$ cat src/sv/dlr_pkg.sv
// Shared types and constants for the dashed line rasterizer.
// Holds field widths, item layouts, register indexes and the controller types.
// No dependencies.
package dlr_pkg;

  localparam int COORD_BITS  = 12;
  localparam int DASH_BITS   = 8;
  localparam int INK_BITS    = 16;
  localparam int CANVAS_BITS = 11;
  localparam int PHASE_BITS  = DASH_BITS + 2;
  localparam int PER_BITS    = DASH_BITS + 1;
  localparam int ERR_BITS    = COORD_BITS + 2;
  localparam int E2_BITS     = ERR_BITS + 1;
  localparam int CMP_BITS    = ((COORD_BITS > CANVAS_BITS) ? COORD_BITS : CANVAS_BITS) + 1;
  localparam int NUM_BITS    = ((COORD_BITS > PHASE_BITS) ? COORD_BITS : PHASE_BITS) + 1;
  localparam int CNT_BITS    = $clog2(NUM_BITS + 1);

  // Input item layout, lowest bits first.
  localparam int IN_SX_LSB    = 0;
  localparam int IN_SY_LSB    = IN_SX_LSB + COORD_BITS;
  localparam int IN_EX_LSB    = IN_SY_LSB + COORD_BITS;
  localparam int IN_EY_LSB    = IN_EX_LSB + COORD_BITS;
  localparam int IN_ON_LSB    = IN_EY_LSB + COORD_BITS;
  localparam int IN_OFF_LSB   = IN_ON_LSB + DASH_BITS;
  localparam int IN_PH_LSB    = IN_OFF_LSB + DASH_BITS;
  localparam int IN_INK_LSB   = IN_PH_LSB + PHASE_BITS;
  localparam int IN_USED_BITS = IN_INK_LSB + INK_BITS;
  localparam int IN_DATA_BITS = ((IN_USED_BITS + 7) / 8) * 8;

  // Result item layout, lowest bits first.
  localparam int OUT_USED_BITS = 2 * COORD_BITS + INK_BITS + PER_BITS;
  localparam int OUT_DATA_BITS = ((OUT_USED_BITS + 7) / 8) * 8;

  // Configuration register indexes.
  localparam int CFG_IDX_BITS = 1;
  localparam logic [CFG_IDX_BITS-1:0] REG_CANVAS_WIDTH  = 1'b0;
  localparam logic [CFG_IDX_BITS-1:0] REG_CANVAS_HEIGHT = 1'b1;

  localparam logic [CANVAS_BITS-1:0] CANVAS_WIDTH_RESET  = 11'd400;
  localparam logic [CANVAS_BITS-1:0] CANVAS_HEIGHT_RESET = 11'd300;

  // Item kind carried on tuser of the input channel.
  localparam logic MODE_LOAD = 1'b0;

  typedef enum logic [1:0] {
    ST_IDLE,
    ST_MOD_PHASE,
    ST_MOD_SKIP
  } ctrl_state_t;

  typedef struct packed {
    logic load;       // latch a new segment and start the phase reduction
    logic tick;       // step the running segment by one pixel
    logic set_phase;  // take the reduced start phase into the dash counter
    logic emit_skip;  // send the result of a segment that is not drawn
  } ctrl_cmd_t;

  typedef struct packed {
    logic off_screen; // the offered load lies wholly beyond one canvas edge
    logic div_done;   // the remainder unit has finished
    logic out_free;   // the result register is empty or being emptied
  } dp_status_t;

endpackage

$ cat src/sv/dlr_mod_unit.sv
// Iterative remainder unit: one restoring step per cycle, numerator MSB first.
// Used by the datapath to reduce dash phases modulo the dash period.
// Depends on dlr_pkg.
module dlr_mod_unit import dlr_pkg::*; (
  input  logic                clk,
  input  logic                rst_n,
  input  logic                start,
  input  logic [NUM_BITS-1:0] num,
  input  logic [PER_BITS-1:0] den,
  output logic                done,
  output logic [PER_BITS-1:0] rem
);

  logic                run_r;
  logic                done_r;
  logic [CNT_BITS-1:0] cnt_r;
  logic [NUM_BITS-1:0] num_r;
  logic [PER_BITS-1:0] den_r;
  logic [PER_BITS-1:0] rem_r;
  logic [PER_BITS-1:0] rem_nxt;
  logic [PER_BITS:0]   trial;

  // The partial remainder stays below the divisor, so one subtract per bit is enough.
  always_comb begin
    trial = {rem_r, num_r[NUM_BITS-1]};
    if (trial >= {1'b0, den_r}) begin
      rem_nxt = PER_BITS'(trial - {1'b0, den_r});
    end else begin
      rem_nxt = trial[PER_BITS-1:0];
    end
  end

  always_ff @(posedge clk) begin
    if (!rst_n) begin
      run_r  <= 1'b0;
      done_r <= 1'b0;
      cnt_r  <= '0;
    end else if (start) begin
      run_r  <= 1'b1;
      done_r <= 1'b0;
      cnt_r  <= CNT_BITS'(NUM_BITS);
    end else if (run_r) begin
      cnt_r  <= cnt_r - 1'b1;
      run_r  <= (cnt_r != CNT_BITS'(1));
      done_r <= (cnt_r == CNT_BITS'(1));
    end else begin
      done_r <= 1'b0;
    end
  end

  always_ff @(posedge clk) begin
    if (start) begin
      num_r <= num;
      den_r <= den;
      rem_r <= '0;
    end else if (run_r) begin
      num_r <= {num_r[NUM_BITS-2:0], 1'b0};
      rem_r <= rem_nxt;
    end
  end

  assign done = done_r;
  assign rem  = rem_r;

endmodule

$ cat src/sv/dlr_ctrl.sv
// Controller state machine of the dashed line rasterizer.
// Sequences item acceptance and the phase reduction; drives the datapath commands.
// Depends on dlr_pkg.
module dlr_ctrl import dlr_pkg::*; (
  input  logic       clk,
  input  logic       rst_n,
  input  logic       in_tvalid,
  input  logic       in_tuser,
  input  dp_status_t sts,
  output logic       in_tready,
  output ctrl_cmd_t  cmd
);

  ctrl_state_t state_r;
  ctrl_state_t state_nxt;

  always_comb begin
    state_nxt = state_r;
    case (state_r)
      ST_IDLE: begin
        if (in_tvalid && sts.out_free && (in_tuser == MODE_LOAD)) begin
          state_nxt = sts.off_screen ? ST_MOD_SKIP : ST_MOD_PHASE;
        end
      end
      ST_MOD_PHASE, ST_MOD_SKIP: begin
        if (sts.div_done) begin
          state_nxt = ST_IDLE;
        end
      end
      default: state_nxt = ST_IDLE;
    endcase
  end

  always_comb begin
    cmd       = '0;
    in_tready = 1'b0;
    case (state_r)
      ST_IDLE: begin
        in_tready = sts.out_free;
        if (in_tvalid && sts.out_free) begin
          if (in_tuser == MODE_LOAD) begin
            cmd.load = 1'b1;
          end else begin
            cmd.tick = 1'b1;
          end
        end
      end
      ST_MOD_PHASE: cmd.set_phase = sts.div_done;
      ST_MOD_SKIP:  cmd.emit_skip = sts.div_done;
      default: ;
    endcase
  end

  always_ff @(posedge clk) begin
    if (!rst_n) begin
      state_r <= ST_IDLE;
    end else begin
      state_r <= state_nxt;
    end
  end

endmodule

$ cat src/sv/dlr_datapath.sv
// Datapath of the dashed line rasterizer: canvas registers, segment state,
// Bresenham stepping, dash counter and the result register.
// Depends on dlr_pkg and dlr_mod_unit.
module dlr_datapath import dlr_pkg::*; (
  input  logic                     clk,
  input  logic                     rst_n,
  input  logic                     cfg_we,
  input  logic [CFG_IDX_BITS-1:0]  cfg_idx,
  input  logic [CANVAS_BITS-1:0]   cfg_wdata,
  input  logic [IN_DATA_BITS-1:0]  in_tdata,
  input  ctrl_cmd_t                cmd,
  output dp_status_t               sts,
  input  logic                     out_tready,
  output logic                     out_tvalid,
  output logic [OUT_DATA_BITS-1:0] out_tdata,
  output logic                     out_tuser,
  output logic                     out_tlast
);

  logic [CANVAS_BITS-1:0] canvas_w_r;
  logic [CANVAS_BITS-1:0] canvas_h_r;

  always_ff @(posedge clk) begin
    if (!rst_n) begin
      canvas_w_r <= CANVAS_WIDTH_RESET;
      canvas_h_r <= CANVAS_HEIGHT_RESET;
    end else if (cfg_we) begin
      case (cfg_idx)
        REG_CANVAS_WIDTH:  canvas_w_r <= cfg_wdata;
        REG_CANVAS_HEIGHT: canvas_h_r <= cfg_wdata;
        default: ;
      endcase
    end
  end

  // Input fields.
  logic signed [COORD_BITS-1:0] x0, y0, x1, y1;
  logic [DASH_BITS-1:0]         on_in, off_in;
  logic [PHASE_BITS-1:0]        phase_in;
  logic [INK_BITS-1:0]          ink_in;

  assign x0       = in_tdata[IN_SX_LSB +: COORD_BITS];
  assign y0       = in_tdata[IN_SY_LSB +: COORD_BITS];
  assign x1       = in_tdata[IN_EX_LSB +: COORD_BITS];
  assign y1       = in_tdata[IN_EY_LSB +: COORD_BITS];
  assign on_in    = in_tdata[IN_ON_LSB +: DASH_BITS];
  assign off_in   = in_tdata[IN_OFF_LSB +: DASH_BITS];
  assign phase_in = in_tdata[IN_PH_LSB +: PHASE_BITS];
  assign ink_in   = in_tdata[IN_INK_LSB +: INK_BITS];

  // Signed coordinates and unsigned canvas sizes compared at a common width.
  logic signed [CMP_BITS-1:0] x0_e, y0_e, x1_e, y1_e, w_e, h_e;

  assign x0_e = CMP_BITS'(x0);
  assign y0_e = CMP_BITS'(y0);
  assign x1_e = CMP_BITS'(x1);
  assign y1_e = CMP_BITS'(y1);
  assign w_e  = $signed({{(CMP_BITS-CANVAS_BITS){1'b0}}, canvas_w_r});
  assign h_e  = $signed({{(CMP_BITS-CANVAS_BITS){1'b0}}, canvas_h_r});

  assign sts.off_screen = (x0[COORD_BITS-1] && x1[COORD_BITS-1]) ||
                          ((x0_e >= w_e) && (x1_e >= w_e)) ||
                          (y0[COORD_BITS-1] && y1[COORD_BITS-1]) ||
                          ((y0_e >= h_e) && (y1_e >= h_e));

  logic signed [COORD_BITS:0] diff_x, diff_y;
  logic [COORD_BITS-1:0]      dx_in, dy_in, steps_in;
  logic [NUM_BITS-1:0]        num_in;
  logic [PER_BITS-1:0]        period_in;

  always_comb begin
    diff_x    = $signed({x1[COORD_BITS-1], x1}) - $signed({x0[COORD_BITS-1], x0});
    diff_y    = $signed({y1[COORD_BITS-1], y1}) - $signed({y0[COORD_BITS-1], y0});
    dx_in     = diff_x[COORD_BITS] ? COORD_BITS'(-diff_x) : diff_x[COORD_BITS-1:0];
    dy_in     = diff_y[COORD_BITS] ? COORD_BITS'(-diff_y) : diff_y[COORD_BITS-1:0];
    steps_in  = (dx_in > dy_in) ? dx_in : dy_in;
    period_in = (on_in != '0) ? (PER_BITS'(on_in) + PER_BITS'(off_in)) : PER_BITS'(1);
    // A skipped segment still advances the phase by every pixel it would have had.
    if (sts.off_screen) begin
      num_in = NUM_BITS'(phase_in) + NUM_BITS'(steps_in) + NUM_BITS'(1);
    end else begin
      num_in = NUM_BITS'(phase_in);
    end
  end

  logic [PER_BITS-1:0] rem;

  dlr_mod_unit u_mod (
    .clk   (clk),
    .rst_n (rst_n),
    .start (cmd.load),
    .num   (num_in),
    .den   (period_in),
    .done  (sts.div_done),
    .rem   (rem)
  );

  // Segment state.
  logic                         busy_r;
  logic signed [COORD_BITS-1:0] cur_x_r, cur_y_r, tgt_x_r, tgt_y_r;
  logic [COORD_BITS-1:0]        abs_dx_r, abs_dy_r;
  logic signed [ERR_BITS-1:0]   err_r;
  logic                         dir_x_neg_r, dir_y_neg_r;
  logic [PER_BITS-1:0]          dash_pos_r;
  logic [DASH_BITS-1:0]         on_len_r, off_len_r;
  logic [INK_BITS-1:0]          ink_r;

  // Per-pixel step.
  logic                         emit_pixel;
  logic [PER_BITS-1:0]          period_r, dash_inc, dash_nxt;
  logic                         in_canvas, on_part, at_end;
  logic signed [CMP_BITS-1:0]   cx_e, cy_e;
  logic signed [E2_BITS-1:0]    e2, dx_w, dy_w;
  logic                         step_x, step_y;
  logic signed [ERR_BITS-1:0]   err_nxt;
  logic signed [COORD_BITS-1:0] cur_x_nxt, cur_y_nxt;

  always_comb begin
    emit_pixel = cmd.tick && busy_r;
    period_r   = (on_len_r != '0) ? (PER_BITS'(on_len_r) + PER_BITS'(off_len_r))
                                  : PER_BITS'(1);
    dash_inc   = dash_pos_r + PER_BITS'(1);
    dash_nxt   = (dash_inc >= period_r) ? '0 : dash_inc;
    cx_e       = CMP_BITS'(cur_x_r);
    cy_e       = CMP_BITS'(cur_y_r);
    in_canvas  = !cur_x_r[COORD_BITS-1] && !cur_y_r[COORD_BITS-1] &&
                 (cx_e < w_e) && (cy_e < h_e);
    on_part    = (on_len_r == '0) || (dash_pos_r < PER_BITS'(on_len_r));
    at_end     = (cur_x_r == tgt_x_r) && (cur_y_r == tgt_y_r);

    e2     = {err_r, 1'b0};
    dx_w   = $signed(E2_BITS'(abs_dx_r));
    dy_w   = $signed(E2_BITS'(abs_dy_r));
    step_x = e2 > -dy_w;
    step_y = e2 < dx_w;

    err_nxt = err_r;
    if (step_x) begin
      err_nxt = err_nxt - $signed(ERR_BITS'(abs_dy_r));
    end
    if (step_y) begin
      err_nxt = err_nxt + $signed(ERR_BITS'(abs_dx_r));
    end

    cur_x_nxt = cur_x_r;
    if (step_x) begin
      cur_x_nxt = dir_x_neg_r ? (cur_x_r - COORD_BITS'(1)) : (cur_x_r + COORD_BITS'(1));
    end
    cur_y_nxt = cur_y_r;
    if (step_y) begin
      cur_y_nxt = dir_y_neg_r ? (cur_y_r - COORD_BITS'(1)) : (cur_y_r + COORD_BITS'(1));
    end
  end

  always_ff @(posedge clk) begin
    if (!rst_n) begin
      busy_r <= 1'b0;
    end else if (cmd.load) begin
      busy_r <= !sts.off_screen;
    end else if (emit_pixel && at_end) begin
      busy_r <= 1'b0;
    end
  end

  always_ff @(posedge clk) begin
    if (cmd.load) begin
      on_len_r  <= on_in;
      off_len_r <= off_in;
      ink_r     <= ink_in;
      if (!sts.off_screen) begin
        cur_x_r     <= x0;
        cur_y_r     <= y0;
        tgt_x_r     <= x1;
        tgt_y_r     <= y1;
        abs_dx_r    <= dx_in;
        abs_dy_r    <= dy_in;
        err_r       <= ERR_BITS'(dx_in) - ERR_BITS'(dy_in);
        dir_x_neg_r <= !(diff_x > 0);
        dir_y_neg_r <= !(diff_y > 0);
      end
    end else if (emit_pixel) begin
      dash_pos_r <= dash_nxt;
      if (!at_end) begin
        cur_x_r <= cur_x_nxt;
        cur_y_r <= cur_y_nxt;
        err_r   <= err_nxt;
      end
    end
    if (cmd.set_phase) begin
      dash_pos_r <= rem;
    end
  end

  // Result register.
  logic                         out_valid_r;
  logic signed [COORD_BITS-1:0] px_r, py_r;
  logic [INK_BITS-1:0]          pink_r;
  logic                         paint_r, last_r;
  logic [PER_BITS-1:0]          phase_r;

  always_ff @(posedge clk) begin
    if (!rst_n) begin
      out_valid_r <= 1'b0;
    end else if (emit_pixel || cmd.emit_skip) begin
      out_valid_r <= 1'b1;
    end else if (out_tready) begin
      out_valid_r <= 1'b0;
    end
  end

  always_ff @(posedge clk) begin
    if (emit_pixel) begin
      px_r    <= cur_x_r;
      py_r    <= cur_y_r;
      pink_r  <= ink_r;
      paint_r <= on_part && in_canvas;
      last_r  <= at_end;
      phase_r <= at_end ? dash_nxt : '0;
    end else if (cmd.emit_skip) begin
      px_r    <= '0;
      py_r    <= '0;
      pink_r  <= '0;
      paint_r <= 1'b0;
      last_r  <= 1'b1;
      phase_r <= rem;
    end
  end

  assign sts.out_free = !out_valid_r || out_tready;
  assign out_tvalid   = out_valid_r;
  assign out_tdata    = OUT_DATA_BITS'({phase_r, pink_r, py_r, px_r});
  assign out_tuser    = paint_r;
  assign out_tlast    = last_r;

endmodule

$ cat src/sv/dashed_line_rasterizer_unit.sv
// Top level of the dashed line rasterizer: controller plus datapath.
// Depends on dlr_pkg, dlr_ctrl, dlr_datapath (and dlr_mod_unit below it).
//
//  Channel  | Direction | Handshake          | Contents
//  in_      | input     | tvalid / tready    | tdata: start_x, start_y, end_x, end_y,
//           |           |                    |   dash_on, dash_off, start_phase, ink; tuser: mode
//  out_     | output    | tvalid / tready    | tdata: pixel_x, pixel_y, pixel_ink, end_phase;
//           |           |                    |   tuser: paint; tlast: last
//  cfg_     | input     | cfg_we             | cfg_idx: register index; cfg_wdata: value
//
// Tick items stream pixels at one per cycle while the output is taken.
// After a load item the next item is accepted only once the phase reduction is through: the
// accept, one step per numerator bit in the iterative remainder unit, and taking the
// remainder once the unit reports done.
// Reset is synchronous and active low; it clears control state and loads the canvas size.
// An item is accepted only while the result register is empty or being emptied.
module dashed_line_rasterizer_unit import dlr_pkg::*; (
  input  logic                     clk,
  input  logic                     rst_n,
  input  logic                     cfg_we,
  input  logic [CFG_IDX_BITS-1:0]  cfg_idx,
  input  logic [CANVAS_BITS-1:0]   cfg_wdata,
  input  logic                     in_tvalid,
  output logic                     in_tready,
  // from bit 0: start_x, start_y, end_x, end_y, dash_on, dash_off, start_phase, ink, zero pad
  input  logic [IN_DATA_BITS-1:0]  in_tdata,
  // mode
  input  logic                     in_tuser,
  output logic                     out_tvalid,
  input  logic                     out_tready,
  // from bit 0: pixel_x, pixel_y, pixel_ink, end_phase, zero pad
  output logic [OUT_DATA_BITS-1:0] out_tdata,
  // paint
  output logic                     out_tuser,
  output logic                     out_tlast
);

  ctrl_cmd_t  cmd;
  dp_status_t sts;

  dlr_ctrl u_ctrl (
    .clk       (clk),
    .rst_n     (rst_n),
    .in_tvalid (in_tvalid),
    .in_tuser  (in_tuser),
    .sts       (sts),
    .in_tready (in_tready),
    .cmd       (cmd)
  );

  dlr_datapath u_dp (
    .clk        (clk),
    .rst_n      (rst_n),
    .cfg_we     (cfg_we),
    .cfg_idx    (cfg_idx),
    .cfg_wdata  (cfg_wdata),
    .in_tdata   (in_tdata),
    .cmd        (cmd),
    .sts        (sts),
    .out_tready (out_tready),
    .out_tvalid (out_tvalid),
    .out_tdata  (out_tdata),
    .out_tuser  (out_tuser),
    .out_tlast  (out_tlast)
  );

`ifndef SYNTHESIS
  a_ready_needs_room: assert property (@(posedge clk) disable iff (!rst_n)
    in_tready |-> (!out_tvalid || out_tready))
    else $error("input accepted while the result register is held");

  a_load_blocks_input: assert property (@(posedge clk) disable iff (!rst_n)
    (in_tvalid && in_tready && (in_tuser == MODE_LOAD)) |=> !in_tready)
    else $error("input accepted during phase reduction");

  a_skip_gives_result: assert property (@(posedge clk) disable iff (!rst_n)
    cmd.emit_skip |=> (out_tvalid && out_tlast))
    else $error("skipped segment gave no final result");

  a_one_finish: assert property (@(posedge clk) disable iff (!rst_n)
    !(cmd.set_phase && cmd.emit_skip) && !((cmd.set_phase || cmd.emit_skip) && in_tready))
    else $error("remainder consumed twice or while accepting input");
`endif

endmodule
$ cat config.mk
export PLATFORM = sky130hd
export DESIGN_NAME = dashed_line_rasterizer_unit
export DESIGN_NICKNAME = d
export VERILOG_FILES = /design/src/sv/dlr_pkg.sv /design/src/sv/dlr_mod_unit.sv /design/src/sv/dlr_ctrl.sv /design/src/sv/dlr_datapath.sv /design/src/sv/dashed_line_rasterizer_unit.sv
export SDC_FILE = /design/constraint.sdc
export NUM_CORES = 1
export LEC_CHECK = 0
export ABC_AREA = 0
export BUFFER_PORTS_ARGS = -buffer_cell sky130_fd_sc_hd__buf_2
export CAP_MARGIN = 20
export CORE_MARGIN = 2
export CORE_UTILIZATION = 35
export DETAILED_ROUTE_END_ITERATION = 6
export SYNTH_ARGS = -nofsm -noshare
export SYNTH_HDL_FRONTEND = slang
export SYNTH_SLANG_ARGS = --single-unit
$ cat constraint.sdc
create_clock -name clk -period 12.2 [get_ports clk]
set_input_delay 1.83 -clock clk [delete_from_list [all_inputs] [get_ports clk]]
set_output_delay 1.83 -clock clk [all_outputs]
set_load 0.02 [all_outputs]
Word-level counts from Yosys, hierarchy flattened

Cells that the tools add are included.
Widths: inputs -> output; s select.

Latch bits: 0
Word-level logic and storage cells: 189
Bits in registers: 243
Input bits: 114
Bits in writable memories: 0
Output and inout bits: 60
Memory bits (read-only): 0
Memories: 0

Mux-type cells: 61
Divide/modulo/power cells: 0
Equality and inequality tests: 11
Magnitude comparators: 14
Shift-type cells: 0
Add/sub/neg operators: 19
Reductions and logical operators: 48
Multiply operators: 0
Bitwise logic cells: 5

Operator list:

| kind                  | count |
|---|---|
| $mux 12               | 18 |
| $mux 14               | 6 |
| $mux 9                | 9 |
| $ge 12x12->1          | 4 |
| $mux 13               | 3 |
| $sub 12x12->13        | 3 |
| $mux 16               | 2 |
| $gt 13x1->1 const B   | 2 |
| $add 12x2->12 const B | 2 |
| $eq 12x12->1          | 2 |
| $lt 12x12->1          | 2 |
| $neg 12->12           | 2 |
| $sub 12x2->12 const B | 2 |
| $add 8x8->9           | 2 |
| $reduce_bool 2->1     | 8 |
| $reduce_bool 8->1     | 2 |
| $gt 15x15->1          | 1 |
| $lt 15x13->1          | 1 |
| $mux 1                | 15 |
| $neg 12->15           | 1 |
| $add 14x13->14        | 1 |
| $sub 14x13->14        | 1 |
| $add 10x12->13        | 1 |
| $add 13x1->13 const B | 1 |
| 27 further kinds      | 67 |

Logic depth before layout (Yosys ltp)

Word-level depth: 9
Gate-level depth with buffers: 38
Gate-level depth less buffers: 35

Hierarchy

Synthesis repeated with hierarchy kept, for this count alone.

Cells, all modules: 1873
Area total of the unflattened synthesis: 18316.3 sq um

By module, submodules not included:

| module       | cells each | instances | sequential area each (sq um) | area each (sq um) |
|---|---|---|---|---|
| dlr_datapath | 1676       | 1         | 5885.6                       | 16123.0 |
| dlr_mod_unit | 175        | 1         | 960.9                        | 2008.2 |
| dlr_ctrl     | 22         | 1         | 40.0                         | 185.2 |

Worst setup path before layout

OpenSTA, ideal clock, no wires.

Path kind: input to register
From: in in_tdata[36]
To: reg u_dp.u_mod.num_r[10] (data pin)
Setup slack: 3500 ps
Setup time: 262 ps
Data required time: 11938 ps
Stages: 36
Path buffers: 3
Data arrival time: 8439 ps
Cells stage by stage: inv_1 > ha_1 > fa_1 > nand2b_1 > a21oi_1 > o31a_1 > nand2_1 > o22ai_1 > clkbuf_1 > nand2_1 > o21ai_0 > ha_1 > nor2b_1 > o21ai_0 > a21boi_0 > o21ai_0 > a2111oi_0 > o21a_1 > o21ai_0 > nor4_2 > or3_1 > buf_6 > buf_8 > mux2_4 > ha_1 > nor2b_1 > o21ai_0 > a21boi_0 > o21ai_0 > a21boi_0 > o21ai_0 > nand2b_1 > a21o_1 > a21oi_1 > xor2_1 > o21ai_0

Cells in the longest elaborated chain, start to end: 9
Elaborated cells on any way between the ends: 12
Those cells by class: add/sub (4); order compare (2); mux (4); reduce/logical (2)

RTL lines:

| element              | RTL line                          | RTL |
|---|---|---|
| start, declared      | dashed_line_rasterizer_unit.sv:26 | `input logic [IN_DATA_BITS-1:0] in_tdata,` |
| $sub 12x12->13       | dlr_datapath.sv:73                | `diff_y = $signed({y1[COORD_BITS-1], y1}) - $signed({y0[COORD_BITS-1], y0});` |
| $neg 12->12          | dlr_datapath.sv:75                | `dy_in = diff_y[COORD_BITS] ? COORD_BITS'(-diff_y) : diff_y[COORD_BITS-1:0];` |
| $mux 12              | dlr_datapath.sv:75                |  |
| $gt 12x12->1         | dlr_datapath.sv:76                | `steps_in = (dx_in > dy_in) ? dx_in : dy_in;` |
| $mux 12              | dlr_datapath.sv:76                |  |
| $add 10x12->13       | dlr_datapath.sv:80                | `num_in = NUM_BITS'(phase_in) + NUM_BITS'(steps_in) + NUM_BITS'(1);` |
| $add 13x1->13        | dlr_datapath.sv:80                |  |
| $mux 13 *            | dlr_datapath.sv:79                | `if (sts.off_screen) begin` |
| $mux 13 *            | dlr_mod_unit.sv:52                | `if (start) begin` |
| end signal, assigned | dlr_mod_unit.sv:53                | `num_r <= num;` |
| end signal, assigned | dlr_mod_unit.sv:57                | `num_r <= {num_r[NUM_BITS-2:0], 1'b0};` |
| end, declared        | dlr_mod_unit.sv:17                | `logic [NUM_BITS-1:0] num_r;` |

Mark *: on every way between the ends. The rest lies on a longest branch, timed or not.
A chain may end at the register's enable or synchronous reset.

Final worst setup path

From: in in_tdata[12]
To: reg u_dp.u_mod.num_r[10] (data pin)

Same word-level chain as after synthesis.

==> results_dict.tcl <==
set metrics [dict create \
    drive_gt1_share_pct 12.5 \
    post_cts_buffers 0 \
    worstSetupEndpointType "flip-flop" \
    post-route-drc-count 0 \
    cts_sinks 243 \
    die_y_um 230 \
    preCtsSetupSlack_ps 1660 \
    ir_drop_mv 0.102 \
    post-place-cells 2660 \
    hold_start "u_dp.canvas_w_r[5]$_SDFFE_PN0P_" \
    grt_max_degree 73 \
    min_path_cells 2 \
    routedWlPerCell_um 17.9 \
    use_met1_pct 25.3 \
    synth-main-ff-cell "edfxtp_1" \
    grt-busiest-layer "met2" \
    ioPinCount 174 \
    sw_frac_of_total_pct 36.3 \
    timing.hold.ws_ps 455 \
    final_cells 2718 \
    cp_max_fo 16 \
    worst_path_max_delay_cell "a2111oi_0" \
    max_freq_mhz 98.3 \
    overflow 0 \
    die_x_um 230 \
    tightest_slew_ps 990 \
    reg2reg_from "u_dp.abs_dy_r[0]$_DFFE_PP_" \
    placed_area_sq_um 19500 \
    cts_tree "built" \
    finClkSkew_ps 21.8 \
    use_met3_pct 2.53 \
    fin_setup_tns_ps 0 \
    p_leak_nw 8.71 \
    final-setup-viol-count 0 \
    slew_viol_final 0 \
    post_cts_resized 0 \
    clkPwrFrac_pct 27.3 \
    hp-class "flip-flop to flip-flop" \
    power.switching_mw 1.19 \
    p_int_mw 2.09 \
    port_buffers 160 \
    core_area_sq_um 50400 \
    layout_common_cells "ha_1, edfxtp_1, inv_1, buf_2, nand2_1" \
    ys_seq_area_share_pct 38.4 \
    dieArea_sq_um 53000 \
    areaGrowthSynthToFinish_pct 14.1 \
    path_clk_slew_ps 60 \
    final_nets 2375 \
    cts_buffer_depth 3 \
    antenna_found_initial 4 \
    rsz0062_at_grt "false" \
    grt_pass1_vias 13700 \
    postSynthAreaPerCell_sq_um 9.64 \
    cap_violations 0 \
    synth_cell_type_count 72 \
    hpwl_um 38700 \
    cp.required_ps 12510 \
    status "finished clean" \
    worstRegToRegCells 24 \
    maxSlewHeadroom_pct 33.3 \
    rows 82 \
    vias 14100 \
    ctsHtreeMaxLevel 1 \
    path_common_cell "o21ai_0" \
    ys_ff_latch 243 \
    post_synth_instance_area_sq_um 17900 \
    cts_buffers 29 \
    design_area_sq_um 20500 \
    initial_core_util_pct 35.6 \
    clk_latency_ps 570 \
    firstDrtPassIters 5 \
    root_buffer "clkbuf_16" \
    vias_per_cell 5.19 \
    place_congestion 0.874 \
    power_density_nw_per_um2 160 \
    min_to "u_dp.canvas_w_r[5]$_SDFFE_PN0P_" \
    grtUsageTotal_pct 17.9 \
    detail-route-antenna-nets 0 \
    rrSetupSlack_ps 6250 \
    drt-initial-drc-count 966 \
    cp.arrival_ps 10480 \
    worstSetupPathType "input port to flip-flop" \
    critPathLaunchType "input port" \
    finalHoldViolCount 0 \
    synth_edf_count 202 \
    r2r-end "u_dp.err_r[11]$_DFFE_PP_" \
    yosys_warnings 0 \
    met2_usage_pct 29.1 \
    power_frac_comb_pct 40.3 \
    grt_pass1_wl_um 75600 \
    layout_commonest_cell "ha_1" \
    fin_crit_ps 10170 \
    seq_power_share_pct 32.4 \
    drt-total-wl_um 48700 \
    timing.final.ws_setup_ps 2030 \
    max_stage_delay_ps 660 \
    min_period_over_period_pct 83.4 \
    syn_inst 1859 \
    cts_hold_buf 0 \
    async_flop_share_pct 0 \
]
==> synthesized netlist by cell type (16+ instances only) <==
cell type / instances / area share, %
nor3_1: 25 / 0.70
o31ai_1: 17 / 0.71
mux2i_1: 22 / 1.2
nor2_1: 124 / 2.6
edfxtp_1: 202 / 34
ha_1: 231 / 16
nand3_1: 28 / 0.78
a21o_1: 69 / 2.9
dfxtp_1: 41 / 4.6
o21a_1: 21 / 0.88
xor2_1: 56 / 2.7
nand2b_1: 28 / 0.98
a21boi_0: 16 / 0.67
nor2b_1: 35 / 1.2
a211oi_1: 23 / 0.96
xnor2_1: 88 / 4.3
inv_1: 177 / 3.7
and2_1: 41 / 1.4
a21oi_1: 124 / 3.5
nand2_1: 160 / 3.4
o21ai_0: 111 / 3.1
o211ai_1: 16 / 0.67
clkbuf_1: 36 / 0.75
==> logic make-up (layout without fill, tap and decap cells) <==
logic type / count (synthesis) / after routing / share of synthesized area (%)
AOI/OAI and AO/OA: 460 / 460 / 16.4
other: 1 / 12 / 0.0209
and+or+nand+nor: 512 / 512 / 13.9
xor gates and xnor gates: 145 / 145 / 7.19
muxes: 31 / 31 / 1.81
adders and majority gates: 242 / 242 / 17.4
DFF: 243 / 243 / 38.4
buffers and inverters: 225 / 401 / 4.96
==> metal layers <==
| layer | part of all wire, % | up-vias |
|---|---|---|
| li1 | - | 6957 |
| met1 | 47 | 6681 |
| met2 | 45 | 404 |
| met3 | 6.0 | 59 |
| met4 | 2.1 | 0 |
| met5 | 0 | - |
==> power by group through the flow <==
| stage | sequential, mW | combinational (mW) | clock, mW |
|---|---|---|---|
| finish | 1.06 | 1.32 | 0.895 |
| global route | 1.07 | 1.48 | 0.939 |
| floorplan | 1.06 | 1.02 | 0 |
| detailed placement | 1.08 | 1.30 | 0 |
| global placement | 1.08 | 1.27 | 0 |
| CTS | 1.06 | 1.31 | 0.908 |
==> per-stage QoR <==
step	utilization (%)	power (mW)
6_report	40.6	3.28
5_1_grt	40.6	3.49
4_1_cts	40.6	3.28
3_5_place_dp	38.6	2.38
3_3_place_gp	38.6	2.34
2_1_floorplan	-	2.08
==> sequential cells by signal, summed over array words and instances, names as in the netlist, 13 cells and up <==
signal and flops:
u_dp.err_r 14, u_dp.ink_r 16, u_dp.pink_r 16, u_dp.u_mod.num_r 13
==> final cells by class <==
type	instances	area (sq um)
inverter	177	666
sequential	243	6890
antenna	5	12.5
clock inverter	18	149
tap	672	841
timing repair buffer	171	883
fill	4930	29900
clock buffer	35	833
multi-input combinational	1397	10200
==> worst max path at each step <==
| stage | startpoint | endpoint | depth (start not counted) |
|---|---|---|---|
| 4_1_cts | in_tdata[36] | u_dp.u_mod.num_r[10]$_DFFE_PP_ | 33 |
| 3_5_place_dp | in_tdata[36] | u_dp.u_mod.num_r[10]$_DFFE_PP_ | 33 |
| 3_3_place_gp | in_tdata[36] | u_dp.u_mod.num_r[10]$_DFFE_PP_ | 33 |
| 5_1_grt | in_tdata[36] | u_dp.u_mod.num_r[11]$_DFFE_PP_ | 34 |
| 6_report | in_tdata[12] | u_dp.u_mod.num_r[10]$_DFFE_PP_ | 32 |
| 2_1_floorplan | in_tdata[36] | u_dp.u_mod.num_r[10]$_DFFE_PP_ | 36 |
==> critical path, delay by kind of cell <==
kind	cells	cell delay, ps
AOI/OAI and AO/OA	18	4940
and+or+nand+nor	7	1660
adders and majority gates	4	1370
muxes	1	350
xor gates and xnor gates	1	170
buffers and inverters	1	120
No activity file was read; power rests on OpenSTA's default activity.
